--- src/rtl/core/tcp_congestion_window_control_defines.svh ---
// Assertion macros shared by the congestion window control RTL.
// No dependencies; pulled in by the files that carry assertions.
`ifndef TCP_CONGESTION_WINDOW_CONTROL_DEFINES_SVH
`define TCP_CONGESTION_WINDOW_CONTROL_DEFINES_SVH

// Clocked property with an explicit clock and active-low reset.
`define TCWC_ASSERT_CLK(lbl, clk, rst_n, prop, msg) \
    lbl: assert property (@(posedge clk) disable iff (!rst_n) prop) else $error(msg);

// Clocked property on the block clock and reset.
`define TCWC_ASSERT(lbl, prop, msg) `TCWC_ASSERT_CLK(lbl, i_clk, i_rst_n, prop, msg)

`endif

--- src/rtl/core/tcwc_pkg.sv ---
// Types, constants and helper functions of the congestion window control block.
// No dependencies; imported by tcwc_divider and tcp_congestion_window_control.
package tcwc_pkg;

    localparam int unsigned WORD_W    = 32;
    localparam int unsigned SEG_W     = 16;
    localparam int unsigned THR_W     = 8;
    localparam int unsigned DUP_W     = 8;
    localparam int unsigned ACT_W     = 2;
    localparam int unsigned CFG_IDX_W = 2;
    localparam int unsigned DIV_STEPS = WORD_W;
    localparam int unsigned DIV_CNT_W = $clog2(DIV_STEPS);

    typedef logic [WORD_W-1:0] t_word;

    // Event codes
    localparam logic [ACT_W-1:0] ACT_CONN_START = 2'd0;
    localparam logic [ACT_W-1:0] ACT_HANDSHAKE  = 2'd1;
    localparam logic [ACT_W-1:0] ACT_ACK        = 2'd2;

    // Register indexes
    localparam logic [CFG_IDX_W-1:0] CFG_SEGMENT_SIZE     = 2'd0;
    localparam logic [CFG_IDX_W-1:0] CFG_DUPACK_THRESHOLD = 2'd1;

    localparam logic [SEG_W-1:0] SEG_RESET = 16'd536;
    localparam logic [THR_W-1:0] THR_RESET = 8'd3;

    localparam t_word START_THRESHOLD = 32'd1072;
    localparam t_word IW_HALF         = 32'd2190;
    localparam t_word IW_QUARTER      = 32'd1095;
    localparam t_word ALL_ONES        = 32'hFFFF_FFFF;
    localparam logic [DUP_W-1:0] DUP_MAX = 8'd255;

    typedef enum logic [2:0] {
        S_IDLE,
        S_EXEC,
        S_LAUNCH,
        S_WAIT,
        S_GROW,
        S_POST
    } t_state;

    typedef struct packed {
        logic  start;
        t_word dividend;
        t_word divisor;
    } t_div_req;

    typedef struct packed {
        logic  done;
        t_word quotient;
    } t_div_rsp;

    // Add with saturation at all ones
    function automatic t_word sat_add(input t_word a, input t_word b);
        logic [WORD_W:0] s;
        s = {1'b0, a} + {1'b0, b};
        return s[WORD_W] ? ALL_ONES : s[WORD_W-1:0];
    endfunction

    // a at or before b, modulo 2^32
    function automatic logic seq_lte(input t_word a, input t_word b);
        t_word d;
        d = a - b;
        return (d == '0) || d[WORD_W-1];
    endfunction

    // Initial window: 2, 3 or 4 segments
    function automatic t_word initial_window(input logic [SEG_W-1:0] seg);
        t_word s;
        s = {{(WORD_W-SEG_W){1'b0}}, seg};
        if (s > IW_HALF) begin
            return s << 1;
        end else if (s > IW_QUARTER) begin
            return (s << 1) + s;
        end
        return s << 2;
    endfunction

endpackage

--- src/rtl/core/tcp_congestion_window_control.sv ---
// From accept, an event passes S_EXEC and S_POST into the output register; an ack that grows
// the window in congestion avoidance also passes S_LAUNCH, S_WAIT (32-step serial divide of
// segment size squared by window) and S_GROW. One event is in work at a time; a new request
// is taken while the previous result waits in the output register.
// Synchronous active-low reset clears the congestion state to zero and the segment size
// and duplicate threshold registers to 536 and 3; no clearing pass.
`include "tcp_congestion_window_control_defines.svh"

module tcp_congestion_window_control (
    input  logic                                 i_clk,
    input  logic                                 i_rst_n,
    input  logic                                 i_cfg_valid,
    output logic                                 o_cfg_ready,
    input  logic [tcwc_pkg::CFG_IDX_W-1:0]       i_cfg_index,
    input  logic [tcwc_pkg::SEG_W-1:0]           i_cfg_data,
    input  logic                                 i_in_valid,
    output logic                                 o_in_stall,
    input  logic [tcwc_pkg::ACT_W-1:0]           i_action,
    input  logic [tcwc_pkg::WORD_W-1:0]          i_ack_number,
    input  logic [tcwc_pkg::WORD_W-1:0]          i_send_next,
    input  logic [tcwc_pkg::WORD_W-1:0]          i_peer_window,
    input  logic [tcwc_pkg::WORD_W-1:0]          i_unacked_bytes,
    input  logic                                 i_timer_running,
    input  logic                                 i_established,
    output logic                                 o_out_valid,
    input  logic                                 i_out_stall,
    output logic [tcwc_pkg::WORD_W-1:0]          o_window_now,
    output logic [tcwc_pkg::WORD_W-1:0]          o_threshold_now,
    output logic [tcwc_pkg::DUP_W-1:0]           o_dupacks_now,
    output logic                                 o_retransmit_flag,
    output logic                                 o_recovery_flag,
    output logic [tcwc_pkg::WORD_W-1:0]          o_recover_point
);
    import tcwc_pkg::*;

    t_state r_state, n_state;

    // Configuration
    logic [SEG_W-1:0] r_seg_size;
    logic [THR_W-1:0] r_dup_thr;

    // Captured request
    logic [ACT_W-1:0] r_action;
    t_word            r_ack, r_snd, r_pwin, r_unacked;
    logic             r_timer, r_est;

    // Congestion state
    t_word            r_cong_window, n_cong_window;
    t_word            r_ss_threshold, n_ss_threshold;
    logic [DUP_W-1:0] r_dup_count, n_dup_count;
    t_word            r_highest_ack, n_highest_ack;
    t_word            r_recovery_seq, n_recovery_seq;
    t_word            r_window_cap, n_window_cap;
    logic             r_retx_pending, n_retx_pending;
    logic             r_recovering, n_recovering;

    t_word            r_square;

    // Output register
    logic             r_out_valid, n_out_valid;
    logic             n_out_load;
    t_word            r_out_window, r_out_threshold, r_out_recover;
    logic [DUP_W-1:0] r_out_dupacks;
    logic             r_out_retx, r_out_recovery;

    t_div_req         div_req;
    t_div_rsp         div_rsp;

    logic             w_in_accept;
    t_word            w_seg, w_two_seg, w_iw, w_acked, w_half, w_rec_thr;
    t_word            w_cw_plus_seg, w_cw_base, w_ss_inc, w_q_inc, w_grow_sum;
    t_word            w_square;
    logic             w_ack_old, w_ack_dup, w_ack_in_flight, w_rec_end;
    logic [DUP_W-1:0] w_dup_inc;

    assign o_cfg_ready = 1'b1;
    assign o_in_stall  = (r_state != S_IDLE);
    assign w_in_accept = i_in_valid && !o_in_stall;

    // Event arithmetic on the captured request
    assign w_seg           = {{(WORD_W-SEG_W){1'b0}}, r_seg_size};
    assign w_two_seg       = w_seg << 1;
    assign w_iw            = initial_window(r_seg_size);
    assign w_square        = WORD_W'(r_seg_size) * WORD_W'(r_seg_size);
    assign w_acked         = r_ack - r_highest_ack;
    assign w_ack_old       = (w_acked == '0) || w_acked[WORD_W-1];
    assign w_ack_dup       = r_timer && (r_ack == r_highest_ack);
    assign w_dup_inc       = (r_dup_count != DUP_MAX) ? r_dup_count + 1'b1 : r_dup_count;
    assign w_ack_in_flight = seq_lte(r_ack, r_snd);
    assign w_rec_end       = r_recovering && !seq_lte(r_ack, r_recovery_seq);
    assign w_cw_base       = w_rec_end ? r_ss_threshold : r_cong_window;
    assign w_half          = r_unacked >> 1;
    assign w_rec_thr       = (w_half > w_two_seg) ? w_half : w_two_seg;
    assign w_cw_plus_seg   = sat_add(r_cong_window, w_seg);
    assign w_ss_inc        = ((w_acked != '0) && (w_acked < w_seg)) ? w_acked : w_seg;
    assign w_q_inc         = (div_rsp.quotient > 32'd1) ? div_rsp.quotient : 32'd1;
    assign w_grow_sum      = sat_add(r_cong_window, w_q_inc);

    // Divide segment size squared by the window
    assign div_req.start    = (r_state == S_LAUNCH);
    assign div_req.dividend = r_square;
    assign div_req.divisor  = r_cong_window;

    tcwc_divider u_divider (
        .i_clk   (i_clk),
        .i_rst_n (i_rst_n),
        .i_req   (div_req),
        .o_rsp   (div_rsp)
    );

    // Sequencer: next state and state updates
    always_comb begin
        n_state        = r_state;
        n_cong_window  = r_cong_window;
        n_ss_threshold = r_ss_threshold;
        n_dup_count    = r_dup_count;
        n_highest_ack  = r_highest_ack;
        n_recovery_seq = r_recovery_seq;
        n_window_cap   = r_window_cap;
        n_retx_pending = r_retx_pending;
        n_recovering   = r_recovering;
        n_out_load     = 1'b0;
        unique case (r_state)
            S_IDLE: begin
                if (w_in_accept) begin
                    n_state = S_EXEC;
                end
            end
            S_EXEC: begin
                n_state = S_POST;
                case (r_action)
                    ACT_CONN_START: begin
                        n_cong_window  = w_iw;
                        n_ss_threshold = START_THRESHOLD;
                        n_dup_count    = '0;
                    end
                    ACT_HANDSHAKE: begin
                        if (r_retx_pending) begin
                            n_ss_threshold = w_rec_thr;
                            n_cong_window  = sat_add(w_rec_thr, w_two_seg + w_seg);
                            n_retx_pending = 1'b0;
                            n_recovering   = 1'b1;
                        end else begin
                            n_highest_ack = r_ack;
                            n_cong_window = w_iw;
                            n_window_cap  = r_pwin;
                            if (r_pwin > r_ss_threshold) begin
                                n_ss_threshold = r_pwin;
                            end
                        end
                    end
                    ACT_ACK: begin
                        if (w_ack_old) begin
                            // count duplicates, inflate, flag fast retransmit
                            if (w_ack_dup) begin
                                n_dup_count = w_dup_inc;
                                if (w_dup_inc > r_dup_thr) begin
                                    n_cong_window = w_cw_plus_seg;
                                end
                                if (w_dup_inc >= r_dup_thr) begin
                                    n_retx_pending = 1'b1;
                                    n_recovery_seq = r_snd;
                                end
                            end
                        end else if (w_ack_in_flight) begin
                            n_dup_count   = '0;
                            n_highest_ack = r_ack;
                            if (r_recovering && !w_rec_end) begin
                                n_cong_window = w_cw_plus_seg;
                            end else begin
                                n_recovering  = 1'b0;
                                n_cong_window = w_cw_base;
                                if (r_est) begin
                                    if (w_cw_base < r_ss_threshold) begin
                                        n_cong_window = sat_add(w_cw_base, w_ss_inc);
                                    end else if (w_cw_base == '0) begin
                                        n_cong_window = (r_window_cap < 32'd1) ?
                                                        r_window_cap : 32'd1;
                                    end else begin
                                        n_state = S_LAUNCH;
                                    end
                                end
                            end
                        end
                    end
                    default: begin
                    end
                endcase
            end
            S_LAUNCH: begin
                n_state = S_WAIT;
            end
            S_WAIT: begin
                if (div_rsp.done) begin
                    n_state = S_GROW;
                end
            end
            S_GROW: begin
                n_cong_window = (w_grow_sum > r_window_cap) ? r_window_cap : w_grow_sum;
                n_state       = S_POST;
            end
            S_POST: begin
                if (!r_out_valid || !i_out_stall) begin
                    n_out_load = 1'b1;
                    n_state    = S_IDLE;
                end
            end
            default: begin
                n_state = S_IDLE;
            end
        endcase
    end

    // Hold the result until taken
    always_comb begin
        n_out_valid = r_out_valid;
        if (n_out_load) begin
            n_out_valid = 1'b1;
        end else if (r_out_valid && !i_out_stall) begin
            n_out_valid = 1'b0;
        end
    end

    // State, configuration and congestion registers
    always_ff @(posedge i_clk) begin
        if (!i_rst_n) begin
            r_state        <= S_IDLE;
            r_out_valid    <= 1'b0;
            r_seg_size     <= SEG_RESET;
            r_dup_thr      <= THR_RESET;
            r_cong_window  <= '0;
            r_ss_threshold <= '0;
            r_dup_count    <= '0;
            r_highest_ack  <= '0;
            r_recovery_seq <= '0;
            r_window_cap   <= '0;
            r_retx_pending <= 1'b0;
            r_recovering   <= 1'b0;
        end else begin
            r_state        <= n_state;
            r_out_valid    <= n_out_valid;
            r_cong_window  <= n_cong_window;
            r_ss_threshold <= n_ss_threshold;
            r_dup_count    <= n_dup_count;
            r_highest_ack  <= n_highest_ack;
            r_recovery_seq <= n_recovery_seq;
            r_window_cap   <= n_window_cap;
            r_retx_pending <= n_retx_pending;
            r_recovering   <= n_recovering;
            if (i_cfg_valid && o_cfg_ready) begin
                unique case (i_cfg_index)
                    CFG_SEGMENT_SIZE:     r_seg_size <= i_cfg_data;
                    CFG_DUPACK_THRESHOLD: r_dup_thr  <= i_cfg_data[THR_W-1:0];
                    default: begin
                    end
                endcase
            end
        end
    end

    // Capture the request, the square and the result payload
    always_ff @(posedge i_clk) begin
        if (w_in_accept) begin
            r_action  <= i_action;
            r_ack     <= i_ack_number;
            r_snd     <= i_send_next;
            r_pwin    <= i_peer_window;
            r_unacked <= i_unacked_bytes;
            r_timer   <= i_timer_running;
            r_est     <= i_established;
        end
        if (r_state == S_EXEC) begin
            r_square <= w_square;
        end
        if (n_out_load) begin
            r_out_window    <= r_cong_window;
            r_out_threshold <= r_ss_threshold;
            r_out_dupacks   <= r_dup_count;
            r_out_retx      <= r_retx_pending;
            r_out_recovery  <= r_recovering;
            r_out_recover   <= r_recovery_seq;
        end
    end

    assign o_out_valid       = r_out_valid;
    assign o_window_now      = r_out_window;
    assign o_threshold_now   = r_out_threshold;
    assign o_dupacks_now     = r_out_dupacks;
    assign o_retransmit_flag = r_out_retx;
    assign o_recovery_flag   = r_out_recovery;
    assign o_recover_point   = r_out_recover;

    `TCWC_ASSERT(a_div_done_in_wait, div_rsp.done |-> (r_state == S_WAIT), "stray divide done")
    `TCWC_ASSERT(a_out_from_post, $rose(r_out_valid) |-> ($past(r_state) == S_POST), "bad load")
    `TCWC_ASSERT(a_dup_from_exec, !$stable(r_dup_count) |-> ($past(r_state) == S_EXEC), "dup cnt")

endmodule

--- src/rtl/core/tcwc_divider.sv ---
// Restoring serial divider, one quotient bit per cycle.
// Depends on tcwc_pkg and tcp_congestion_window_control_defines.svh.
`include "tcp_congestion_window_control_defines.svh"

module tcwc_divider (
    input  logic             i_clk,
    input  logic             i_rst_n,
    input  tcwc_pkg::t_div_req i_req,
    output tcwc_pkg::t_div_rsp o_rsp
);
    import tcwc_pkg::*;

    localparam logic [DIV_CNT_W-1:0] DIV_LAST = DIV_CNT_W'(DIV_STEPS - 1);

    logic                 r_busy, n_busy;
    logic                 r_done, n_done;
    logic [DIV_CNT_W-1:0] r_cnt, n_cnt;
    t_word                r_rem, n_rem;
    t_word                r_quo, n_quo;
    t_word                r_dsr, n_dsr;
    logic [WORD_W:0]      w_shifted;
    logic [WORD_W:0]      w_diff;

    // Shift in the next dividend bit and trial-subtract
    assign w_shifted = {r_rem, r_quo[WORD_W-1]};
    assign w_diff    = w_shifted - {1'b0, r_dsr};

    // Step sequencing
    always_comb begin
        n_busy = r_busy;
        n_done = 1'b0;
        n_cnt  = r_cnt;
        n_rem  = r_rem;
        n_quo  = r_quo;
        n_dsr  = r_dsr;
        if (i_req.start) begin
            n_busy = 1'b1;
            n_cnt  = '0;
            n_rem  = '0;
            n_quo  = i_req.dividend;
            n_dsr  = i_req.divisor;
        end else if (r_busy) begin
            if (!w_diff[WORD_W]) begin
                n_rem = w_diff[WORD_W-1:0];
                n_quo = {r_quo[WORD_W-2:0], 1'b1};
            end else begin
                n_rem = w_shifted[WORD_W-1:0];
                n_quo = {r_quo[WORD_W-2:0], 1'b0};
            end
            n_cnt = r_cnt + 1'b1;
            if (r_cnt == DIV_LAST) begin
                n_busy = 1'b0;
                n_done = 1'b1;
            end
        end
    end

    // Control registers
    always_ff @(posedge i_clk) begin
        if (!i_rst_n) begin
            r_busy <= 1'b0;
            r_done <= 1'b0;
            r_cnt  <= '0;
        end else begin
            r_busy <= n_busy;
            r_done <= n_done;
            r_cnt  <= n_cnt;
        end
    end

    // Datapath registers
    always_ff @(posedge i_clk) begin
        r_rem <= n_rem;
        r_quo <= n_quo;
        r_dsr <= n_dsr;
    end

    assign o_rsp.done     = r_done;
    assign o_rsp.quotient = r_quo;

    `TCWC_ASSERT(a_no_start_while_busy, i_req.start |-> !r_busy, "divider restarted mid-run")
    `TCWC_ASSERT(a_rem_below_divisor, r_busy |-> (r_rem < r_dsr), "partial remainder overflow")
    `TCWC_ASSERT(a_done_after_busy, r_done |-> $past(r_busy), "done without a run")

endmodule

--- config.mk ---
export PLATFORM = sky130hd
export DESIGN_NAME = tcp_congestion_window_control
export DESIGN_NICKNAME = d
export VERILOG_FILES = /design/src/rtl/core/tcwc_pkg.sv /design/src/rtl/core/tcp_congestion_window_control.sv /design/src/rtl/core/tcwc_divider.sv
export VERILOG_INCLUDE_DIRS = /design/src /design/src/rtl/core
export SDC_FILE = /design/constraint.sdc
export NUM_CORES = 2
export LEC_CHECK = 0
export BUFFER_PORTS_ARGS = -buffer_cell sky130_fd_sc_hd__buf_2
export CAP_MARGIN = 10
export CORE_MARGIN = 1
export CORE_UTILIZATION = 57
export DETAILED_ROUTE_END_ITERATION = 7
export PLACE_DENSITY = 0.78
export SLEW_MARGIN = 40
export SYNTH_ARGS = -nofsm -noshare
export SYNTH_HDL_FRONTEND = slang
export SYNTH_HIERARCHICAL = 1
export SYNTH_SLANG_ARGS = --single-unit
--- constraint.sdc ---
create_clock -name i_clk -period 8.5 [get_ports i_clk]
set_input_delay 0.85 -clock i_clk [delete_from_list [all_inputs] [get_ports i_clk]]
set_output_delay 0.85 -clock i_clk [all_outputs]
set_load 0.01 [all_outputs]
* After elaboration in Yosys (flattened, before gate mapping) *
Cells that the tools add are included.

word-level totals
  memories = 0
  output and inout port bits = 109
  ROM bits = 0
  memory bits (writable) = 0
  bits in latches = 0
  logic and storage cells = 200
  register bits = 571
  bits of input ports = 155

cells by class
  eq/ne operators = 29
  divide/modulo/power cells = 0
  reductions and logical operators = 43
  $mul = 1
  $lt $le $gt $ge = 11
  add/subtract/negate cells = 11
  multiplexer cells = 70
  bitwise operators = 3
  shift operators = 0

operators by type and width
  cell                 count
  $mux 32              29
  $pmux 32 s2          3
  $logic_not 32->1     4
  $pmux 32 s3          1
  $sub 32x32->32       3
  $add 32x32->33       2
  $gt 32x32->1         2
  $add 32x16->33       1
  $sub 33x32->33       1
  $add 31x18->32       1
  $eq 32x32->1         1
  $gt 32x1->1 const B  1
  $lt 32x1->1 const B  1
  $lt 32x16->1         1
  $lt 32x32->1         1
  $mul 16x16->32       1
  $mux 8               4
  $reduce_bool 32->1   1
  $gt 31x17->1         1
  $mux 31              1
  $mux 3               10
  $ne 2x2->1 const B   10
  $reduce_and 5->1     4
  $add 17x16->18       1
  35 further kinds     83

* Longest topological paths before layout *
  depth in word-level cells = 15
  mapped depth = 37
  mapped depth without buffers = 34

* Cells and area by module *
The synthesis kept the hierarchy.

modules (own cells, without submodules)
  module                         area each (um^2)  sequential area each (um^2)  instances  cells an instance
  tcp_congestion_window_control  41412.2           12011.5                      1          4649
  tcwc_divider                   5930.7            2702.6                       1          581

* Worst setup path before layout *
OpenSTA, ideal clock, no wires.

  kind = reg2reg
  start point = register r_ack[1]
  end point = register r_cong_window[27]
  slack = 0.650 ns
  arrival time = 7.728 ns
  required time = 8.378 ns
  cell stages (with the launch flop) = 32
  period minus slack after synthesis = 7.850 ns
  library setup time = 0.122 ns
  buffers on the path = 4
  cells stage by stage = edfxtp_1 > inv_1 > fa_1 > nand2b_1 > a21bo_4 > a211o_1 > a211o_1 > a222oi_1 > nand4_1 > or4_1 > and4bb_1 > nor2_1 > buf_2 > buf_2 > mux2_2 > ha_1 > fa_1 > a211oi_1 > o21ai_0 > nand4b_1 > nand4_1 > a31oi_1 > o2111ai_1 > a221oi_1 > or3_1 > a31oi_1 > or4b_1 > buf_2 > buf_6 > o22ai_1 > o22ai_1 > a221o_1

on the way
  cells in the longest elaborated chain, start to end = 15
  elaborated cells on any way between the ends = 36
  classes of those cells = add/sub (4); order compare (2); eq/ne (4); mux (11); reduce/logical (15)

ends and longest elaborated chain
  what                                                                     RTL line                              RTL
  from (decl)                                                              tcp_congestion_window_control.sv:44   t_word r_ack, r_snd, r_pwin, r_unacked;
  from (signal assigned)                                                   tcp_congestion_window_control.sv:265  r_ack <= i_ack_number;
  parallel branches: the longest is 15 deep, another holds $add 32x32->33  n/a
  to (signal assigned)                                                     tcp_congestion_window_control.sv:242  r_cong_window <= n_cong_window;
  to (decl)                                                                tcp_congestion_window_control.sv:48   t_word r_cong_window, n_cong_window;

Several ways; the timed one is not identified. The select of a mux whose other input is x is not followed.
A chain may end at the register's enable or synchronous reset.

* Worst setup path in the final report *
  start point = register r_ack[7]
  end point = register r_cong_window[9]

Same word-level chain as after synthesis.

==> summary.md <==
| Metric | Value |
|---|---|
| Status | `finished, final reports clean` |
| Main combinational cell family by area after synthesis | `adder cells` |
| Peak supply drop | `0.000181 V` |
| Unrepaired setup endpoints after global routing | `true` |
| Final nets | `6,353` |
| Hold slack | `0.374 ns` |
| Final Setup Violations | `0` |
| Cell count after synthesis | `5,230` |
| Simple-gate share of the synthesized area | `15.3%` |
| Pins over their slew limit | `0` |
| Clock root buffer | `clkbuf_16` |
| DRT antenna net count | `0` |
| Drt first pass iters | `6` |
| Total track usage | `36.4%` |
| H-tree levels | `2` |
| Remaining Overflow, GRT | `0` |
| Seq/Total Area, Yosys | `31.1%` |
| Final WL | `156,000 um` |
| Number of global-route vias before repair | `40,461` |
| Clock slew at reported path FFs | `0.07 ns` |
| Sequential power share | `31.6%` |
| Post-synthesis adder-cell area fraction | `20.6%` |
| Area delta synth->final | `11.4%` |
| Pre-CTS setup slack | `0.158 ns` |
| Netlist cell types | `97` |
| First-pass GRT wire length | `236,000 um` |
| Initial core utilization | `57.7%` |
| IO Pins | `264` |
| Hold crit path type | `in2reg` |
| Initial antenna violation count | `5` |
| Layout cells sized above 1 | `13.3%` |
| GPL Wtd Cong | `1.04` |
| Avg Inst Size Synth | `9.05 um^2` |
| Cell accounting for the most synthesized area | `edfxtp_1` |
| Via density | `6.29` |
| CTS tree | `built` |
| Setup TNS | `0 ns` |
| Req. time, crit path | `9.00 ns` |
| PwrDens | `222 nW/um^2` |
| Final Hold Fails | `0` |
| Count leader, synth | `ha_1` |
| Fillers | `6,751` |
| Detailed placer's ending HPWL | `122,000 um` |
| Crit path capture type | `register` |
| Post-Syn Area | `47,300 um^2` |
| Crit-path leading delay family | `compound AO/OA/AOI/OAI gates` |
| Ys Warns | `6` |
| Crit share post-route | `96.7%` |
| Hold Buf Count CTS | `0` |
| Max Freq | `122 MHz` |
| Worst-Margin Slew | `0.886 ns` |
| Largest net degree at the start of global routing | `63` |
| Final worst slack | `0.282 ns` |
| Maximum buffer depth of the clock tree | `3` |
| CP max-delay cell | `or4_1` |
| Largest fanout on the critical path | `23` |
| DIE HEIGHT | `290 um` |
| Comb power frac | `45.4%` |
| Max-cap violations | `0` |
| Final Power | `11.7 mW` |
| Minimum clock period after layout | `8.22 ns` |
| Port-buffer cells | `261` |
| Clock power share | `23.0%` |
| Synth Area in Compound Gates | `18.1%` |
| Xor/xnor share of the synthesized area | `4.05%` |
| Mux cell area share after synthesis | `4.96%` |
| DRC | `0` |
| Synth Flop Type | `edfxtp_1` |
| Clk_skew | `0.0238 ns` |
| Area contributors post-synth | `edfxtp_1 (21%), ha_1 (13%), dfxtp_1 (10%), fa_1 (7.3%), a21oi_1 (4.2%)` |
| Int Power | `6.94 mW` |
| Crit path launch type | `register` |
| Post-synth top cells | `ha_1 (502), inv_1 (491), nand2_1 (460)` |
| Rel. slew slack | `40.6%` |
| Switching part of the total | `40.7%` |
| Std-Cell Rows | `105` |
| Worst Path Arrival | `8.72 ns` |
| Buffers & Inverters on Critical Path | `5` |
| Worst-Skew Late Latency | `0.65 ns` |
| Leak Pwr | `23.1 nW` |
| Initial drt markers | `4,378` |
| Num CTS Buffers | `61` |
| #FFs+latches synth | `569` |
| CTS sink cnt | `569` |
| Cell repeated most along the worst path | `buf_4` |
| Async S/R FF share, synth | `0%` |
| Fin util | `64.2%` |
| Post-synth EDFFs | `332` |
| Die Footprint | `84,200 um^2` |
| Die X | `290 um` |
| Share of the synthesized area in the top cell type | `21.1%` |
| Core ar. | `82,100 um^2` |
| Kind of critical path | `reg2reg` |
| Net load switching power | `4.77 mW` |
| Via Count | `41,806` |
| Max incr delay on CP | `0.59 ns` |
| Wire per inst | `23.5 um` |
==> through the flow <==
stage	std cells	cell area, um^2
after global placement	6528	50600
after CTS	6644	52600
final	6647	52700
after global routing	6646	52700
after floorplan	5246	47400
after detailed placement	6528	50600
==> state kept, by name (all words and copies together) (netlist names), 5 cells and up <==
signal / cells
o_dupacks_now: 8
o_recover_point: 32
o_threshold_now: 32
o_window_now: 32
r_ack: 32
r_cong_window: 32
r_dup_count: 8
r_dup_thr: 8
r_highest_ack: 32
r_pwin: 32
r_recovery_seq: 32
r_seg_size: 16
r_snd: 32
r_square: 31
r_ss_threshold: 32
r_unacked: 31
r_window_cap: 32
u_divider/r_cnt: 5
u_divider/r_dsr: 32
u_divider/r_quo: 32
u_divider/r_rem: 32
==> path summary, 6_finish.rpt <==
path,start,to,slack (ns),cells after the start
setup reg to reg,r_ack[7],r_cong_window[9],0.28,30
hold reg to reg,r_recovery_seq[20],o_recover_point[20],0.46,0
setup / recovery,r_ack[7],r_cong_window[9],0.28,30
hold / removal,i_send_next[28],r_snd[28],0.37,1
==> cell usage in the layout (no fill, tap or decap), types with 18 or more instances in the layout <==
cell,Yosys,routed
a211oi_1,56,54
edfxtp_1,332,332
o21bai_1,36,36
mux2_2,115,115
nor2b_1,63,63
nand2_1,460,459
o31ai_1,19,19
conb_1,2,18
o21ai_0,243,240
xor2_1,70,70
mux2i_1,105,105
or3_1,30,30
buf_4,4,178
a21o_1,130,130
inv_1,491,488
a31oi_1,34,34
and3_1,35,35
ha_1,502,502
dfxtp_1,237,235
o21a_1,71,71
nand3_1,103,103
nor3_1,75,75
nand2b_1,74,73
clkbuf_16,0,63
o211ai_1,36,36
nor4_1,62,58
nand4_1,91,91
o22ai_1,31,30
buf_2,17,261
fa_1,173,173
nor2_1,376,370
xnor2_1,149,149
and2_1,39,39
a21oi_1,401,399
==> worst register-to-register path: cells and delay by family (launching register included) <==
family                     cells  cell delay [ns]
buffers and inverters          5             1.04
AOI/OAI and AO/OA             13             2.98
muxes                          1             0.42
DFF                            1             0.55
adders and majority gates      2             0.78
and+or+nand+nor                9             2.35
==> routing by layer <==
metal  global-route usage [%]  up-vias  routed length (um)  part of all wire (%)
li1                         -    19356                   -                     -
met4                     19.9        2                9750                   6.2
met2                     58.5     2057               70500                    45
met1                     46.5    19910               62100                    40
met5                        0        -                  14                0.0089
met3                     6.32      481               14100                   9.0
==> logic make-up (layout without fill, tap and decap cells) <==
kind of cell | Yosys count | after routing
flops | 569 | 569
simple gates | 1501 | 1501
xor+xnor | 219 | 219
fa+ha+maj | 675 | 675
mux | 220 | 220
compound gates | 1316 | 1316
other cells | 2 | 19
buf+inv | 728 | 1058
==> power groups by stage <==
stage	combinational, mW	sequential (mW)	clock [mW]
finish	5.31	3.70	2.70
global route	5.79	3.71	2.82
CTS	5.15	3.68	2.73
detailed placement	5.11	3.73	0
global placement	5.02	3.73	0
floorplan	3.62	3.57	0
==> area by class of cell <==
class / instances / area [um^2] / share of cell area [%]
antenna: 1 / 2.50 / 0.00475
clock buffer: 75 / 1650 / 3.13
clock inverter: 41 / 383 / 0.726
inverter: 500 / 1880 / 3.56
multi-input combinational: 3949 / 30100 / 57.0
sequential: 569 / 14700 / 27.9
tap: 1070 / 1340 / 2.54
timing repair buffer: 442 / 2690 / 5.11
==> repair_timing <==
item                                    in CTS  in global routing
setup buffers                                0                  0
resized for setup                            0                 12
endpoints found under the setup margin       0                 26
(Power assumes the default switching activity.)
